### src/rtl/assert_macros.svh
// Assertion macros shared by the point set median RTL.
// Expects clk in the scope of each use, and arst_n as well for PSAM_ASSERT.
`ifndef ASSERT_MACROS_SVH
`define ASSERT_MACROS_SVH

// Check on every clock edge outside reset.
`define PSAM_ASSERT(lbl, prop, msg) \
	lbl: assert property (@(posedge clk) disable iff (!arst_n) prop) \
		else $error(msg);

// Check on every clock edge, reset included.
`define PSAM_ASSERT_ALWAYS(lbl, prop, msg) \
	lbl: assert property (@(posedge clk) prop) \
		else $error(msg);

`endif

### src/rtl/psam_pkg.sv
// Package for the point set median block: sizes, status codes and word types.
// No dependencies.
package psam_pkg;

	localparam int MAX_POINTS = 256;
	localparam int COORD_BITS = 32;
	localparam int ADDR_W     = $clog2(MAX_POINTS);
	localparam int CNT_W      = $clog2(MAX_POINTS + 1);
	localparam int MIN_SET    = 3;

	localparam logic [1:0] ST_OK   = 2'd0;
	localparam logic [1:0] ST_FEW  = 2'd1;
	localparam logic [1:0] ST_OVER = 2'd2;

	typedef logic signed [COORD_BITS-1:0] coord_t;
	typedef logic [CNT_W-1:0]             cnt_t;

	typedef struct packed {
		coord_t coord_x;
		coord_t coord_y;
		coord_t coord_z;
		logic   last_point;
	} in_word_t;

	typedef struct packed {
		coord_t     median_x;
		coord_t     median_y;
		coord_t     median_z;
		logic [1:0] status;
	} out_word_t;

	typedef struct packed {
		logic clr;
		logic smp_vld;
	} rank_ctl_t;

	typedef struct packed {
		cnt_t lt;
		cnt_t le;
	} rank_cnt_t;

endpackage

### src/rtl/psam_rank.sv
// Shared signed compare unit with less-than and less-or-equal counters.
// Depends on psam_pkg and assert_macros.svh.
`include "assert_macros.svh"

module psam_rank
	import psam_pkg::*;
(
	input  logic      clk,
	input  logic      arst_n,
	input  rank_ctl_t ctl,
	input  coord_t    smp,
	input  coord_t    cand,
	output rank_cnt_t cnt
);

	cnt_t lt_q;
	cnt_t le_q;
	logic is_lt;
	logic is_eq;

	assign is_lt = smp < cand;
	assign is_eq = smp == cand;

	always_ff @(posedge clk or negedge arst_n) begin
		if (!arst_n) begin
			lt_q <= '0;
			le_q <= '0;
		end else if (ctl.clr) begin
			lt_q <= '0;
			le_q <= '0;
		end else if (ctl.smp_vld) begin
			lt_q <= lt_q + CNT_W'(is_lt);
			le_q <= le_q + CNT_W'(is_lt | is_eq);
		end
	end

	assign cnt.lt = lt_q;
	assign cnt.le = le_q;

	`PSAM_ASSERT(a_le_ge_lt, le_q >= lt_q, "rank: le count below lt count")

endmodule

### config.mk
export PLATFORM = sky130hd
export DESIGN_NAME = psam_rank
export DESIGN_NICKNAME = d
export VERILOG_FILES = /design/src/rtl/psam_pkg.sv /design/src/rtl/psam_rank.sv
export VERILOG_INCLUDE_DIRS = /design/src /design/src/rtl
export SDC_FILE = /design/constraint.sdc
export NUM_CORES = 1
export LEC_CHECK = 0
export ABC_AREA = 0
export BUFFER_PORTS_ARGS = -buffer_cell sky130_fd_sc_hd__buf_4
export CAP_MARGIN = 20
export CORE_MARGIN = 2
export CORE_UTILIZATION = 41
export DETAILED_ROUTE_END_ITERATION = 8
export PLACE_DENSITY = 0.86
export RECOVER_POWER = 25
export SETUP_SLACK_MARGIN = 0.02
export SLEW_MARGIN = 10
export SYNTH_ARGS = -nofsm -noshare
export SYNTH_HDL_FRONTEND = slang
export SYNTH_SLANG_ARGS = --single-unit
### constraint.sdc
create_clock -name clk -period 1.44 [get_ports clk]
set_input_delay 0.288 -clock clk [delete_from_list [all_inputs] [get_ports clk]]
set_output_delay 0.288 -clock clk [all_outputs]
set_load 0.01 [all_outputs]
==> flow_metrics.env <==
export IMPL_period_needed_ns=2.66
export IMPL_synth_most_common_cell="ha_1"
export IMPL_grt_util_met3=0.0362
export IMPL_start_util=0.422
export IMPL_antenna_cells=0
export IMPL_drt_wl_total_um=4780
export IMPL_r2r_slack_ns=-0.07
export IMPL_hold_start="ctl[1]"
export IMPL_crit_reg2reg_launch="lt_q[0]$_DFFE_PN0P_"
export IMPL_post_route_period_util=1.85
export IMPL_cts_tree="yes"
export IMPL_numPortBuffers=85
export IMPL_clock_skew_ns=0.00203
export IMPL_whs_endpoint="lt_q[8]$_DFFE_PN0P_"
export IMPL_grt_ovfl_total=0
export IMPL_die_x_um=68.0
export IMPL_synth_avg_cell_area_um2=8.43
export IMPL_area_growth_pct=74.6
export IMPL_synth_main_ff_cell="dfrtp_1"
export IMPL_cp_end_kind="flip-flop"
export IMPL_r2r_end="lt_q[8]$_DFFE_PN0P_"
export IMPL_yosys_area_top_type="dfrtp_1"
export IMPL_drt_iter0_markers=73
export IMPL_synth_common_cells="ha_1 (36), inv_1 (33), dfrtp_1 (18)"
export IMPL_detail_route_antenna_nets=0
export IMPL_clk_path_buf_depth=2
export IMPL_arrival_ns=2.85
export IMPL_max_slew_margin=0.690
export IMPL_ys_top_cells_by_area="dfrtp_1 (27%), ha_1 (27%), inv_1 (7.4%)"
export IMPL_crit_path_start_kind="input port"
export IMPL_drcViolationCount=0
export IMPL_cap_violations=0
export IMPL_synth_mux_area_frac=0.0239
export IMPL_crit_type="in -> reg"
export IMPL_track_usage=0.220
export IMPL_clk_pin_slew_ns=0.07
export IMPL_power_density_nw_per_um2=527
export IMPL_violations="negative setup slack"
export IMPL_place_gp_congestion=0.788
export IMPL_p_leak_nw=1.55
export IMPL_use_met1=0.245
export IMPL_rsz0062_at_grt="yes"
export IMPL_syn_area_um2=1680
export IMPL_status="finished, violations left"
export IMPL_numClockSinks=18
export IMPL_grt_antenna_before_repair=0
export IMPL_synth_xor_xnor_area_share=0.0470
export IMPL_min_path_type="in -> reg"
export IMPL_dr_total_vias=1830
export IMPL_ys_warn_count=0
export IMPL_grt_max_degree=19
export IMPL_vias_per_cell=5.07
export IMPL_numCtsBuffers=3
export IMPL_synth_edff_count=0
export IMPL_cp_data_required_time_ns=1.63
export IMPL_core_area_um2=3970
export IMPL_first_global_vias=1885
export IMPL_place_area_um2=2630
export IMPL_final_hold_violation_count=0
export IMPL_cp_max_fo=3
export IMPL_synthSimpleGateAreaFrac=0.181
export IMPL_synth_compound_area_frac=0.129
export IMPL_drive_gt1_frac=0.498
export IMPL_htree_levels=1
export IMPL_seq_area_frac_synth=0.268
export IMPL_whs_ns=0.417
export IMPL_power_mw=1.54
export IMPL_wl_per_cell_um=13.2
export IMPL_met2_usage=0.436
export IMPL_fill_cells=287
export IMPL_synth_top_area_share=0.268
export IMPL_worst_slew_pin_slew_ns=0.464
export IMPL_synthArstFlopShare=1.00
export IMPL_die_y_um=68.0
export IMPL_synth_adder_area_share=0.268
export IMPL_clock_latency_ns=0.26
export IMPL_setup_tns_ns=-18.19
export IMPL_drv_slew=0
export IMPL_max_clock_freq_ghz=0.376
export IMPL_ios=86
export IMPL_busiest_layer="met2"
export IMPL_die_area_um2=4620
export IMPL_grt_pass1_wl_um=7960
export IMPL_rows=23
export IMPL_netlist_cell_type_count=29
export IMPL_dp_hpwl_um=3470
export IMPL_setup_violations=18
export IMPL_design_area_um2=2930
export IMPL_hold_depth=3
export IMPL_syn_num_nets=303
export IMPL_postLayoutSetupSlackWorst_ns=-1.22
export IMPL_ys_ff_latch=18
export IMPL_peakVddDrop_mv=0.323
export IMPL_drtPass1Iterations=4
export IMPL_netlist_instances=199
export IMPL_reg2regPathDepth=6
export IMPL_final_nets=416
export IMPL_cts_root_buffer="clkbuf_8"
export IMPL_synth_top_family_by_area="adder cells"
## layer usage
| layer | wire (µm) | part of all wire |
|---|---|---|
| met1 | 1900 | 0.40 |
| met2 | 2600 | 0.54 |
| met3 | 253 | 0.053 |
| met4 | 29 | 0.0061 |
| met5 | 0 | 0 |
## state kept, by name (all words and copies together), names as in the netlist
register  count
lt_q          9
le_q          9
## report_power, final
part           total (mW)  internal [mW]  switching [mW]  leakage [nW]
Clock               0.429          0.244           0.185        0.0288
Combinational       0.581          0.335           0.246          1.27
Sequential          0.534          0.518          0.0157         0.250
## how the worst max path moves through the flow
| stage | from | end | cells after the start |
|---|---|---|---|
| finish | cand[31] | lt_q[8]$_DFFE_PN0P_ | 17 |
| global placement | cand[26] | lt_q[8]$_DFFE_PN0P_ | 15 |
| floorplan | cand[26] | lt_q[8]$_DFFE_PN0P_ | 14 |
| detailed placement | cand[26] | lt_q[8]$_DFFE_PN0P_ | 15 |
| CTS | cand[31] | le_q[8]$_DFFE_PN0P_ | 15 |
| global route | cand[31] | lt_q[8]$_DFFE_PN0P_ | 17 |
## area by class of cell
| type | instances | area (µm²) | area share |
|---|---|---|---|
| inverters | 33 | 146 | 0.0500 |
| clock buffers | 4 | 55.1 | 0.0188 |
| multi-input cells | 145 | 1340 | 0.456 |
| well taps | 50 | 62.6 | 0.0213 |
| flip-flops and latches | 18 | 450 | 0.154 |
| repair buffers | 111 | 878 | 0.300 |
## worst max-delay path: stages
cell     delay [ns]
buf_8          0.08
inv_8          0.03
ha_4           0.25
and4_1         0.21
nand4_1        0.13
buf_4          0.16
buf_4          0.11
buf_4          0.12
o21ai_2        0.20
nor3_2         0.08
nor2_1         0.11
ha_2           0.21
ha_4           0.13
and3_4         0.19
nand2_2        0.06
or3_1          0.37
a21oi_1        0.13
## layout by cell type, fill, tap and decap left out, types with 5 or more instances in the layout
master   synthesis  layout
nor2_1          16      15
buf_6            0       8
buf_4            0      99
nand4_1         11      11
nand2_2          0       6
or3_1            6       5
nand2_1         15       9
dfrtp_1         18      18
ha_4             0      10
xor2_1           9       7
o21ai_0         10       6
a21oi_1         13      12
inv_1           33      26
ha_1            36      25
## what timing repair did
action | in CTS | in global routing
gates resized for setup | 27 | 9
pin swaps | 23 | 8
endpoints found under the setup margin | 18 | 18
setup buffers | 7 | 2
hold endpoints to repair | 18 | 0
hold buffers | 1 | 0
## cells by family after synthesis
group           Yosys count
fa+ha+maj                36
mux                       4
xor+xnor                  9
buf+inv                  36
compound gates           35
simple gates             61
flops                    18
## stage by stage
step	setup WS [ns]	instances	utilization
floorplan	-1.25	199	-
global placement	-1.49	348	0.662
detailed placement	-1.51	348	0.662
CTS	-1.15	359	0.722
global route	-1.36	361	0.738
finish	-1.22	361	0.738
No activity file was read; power rests on OpenSTA's default activity.
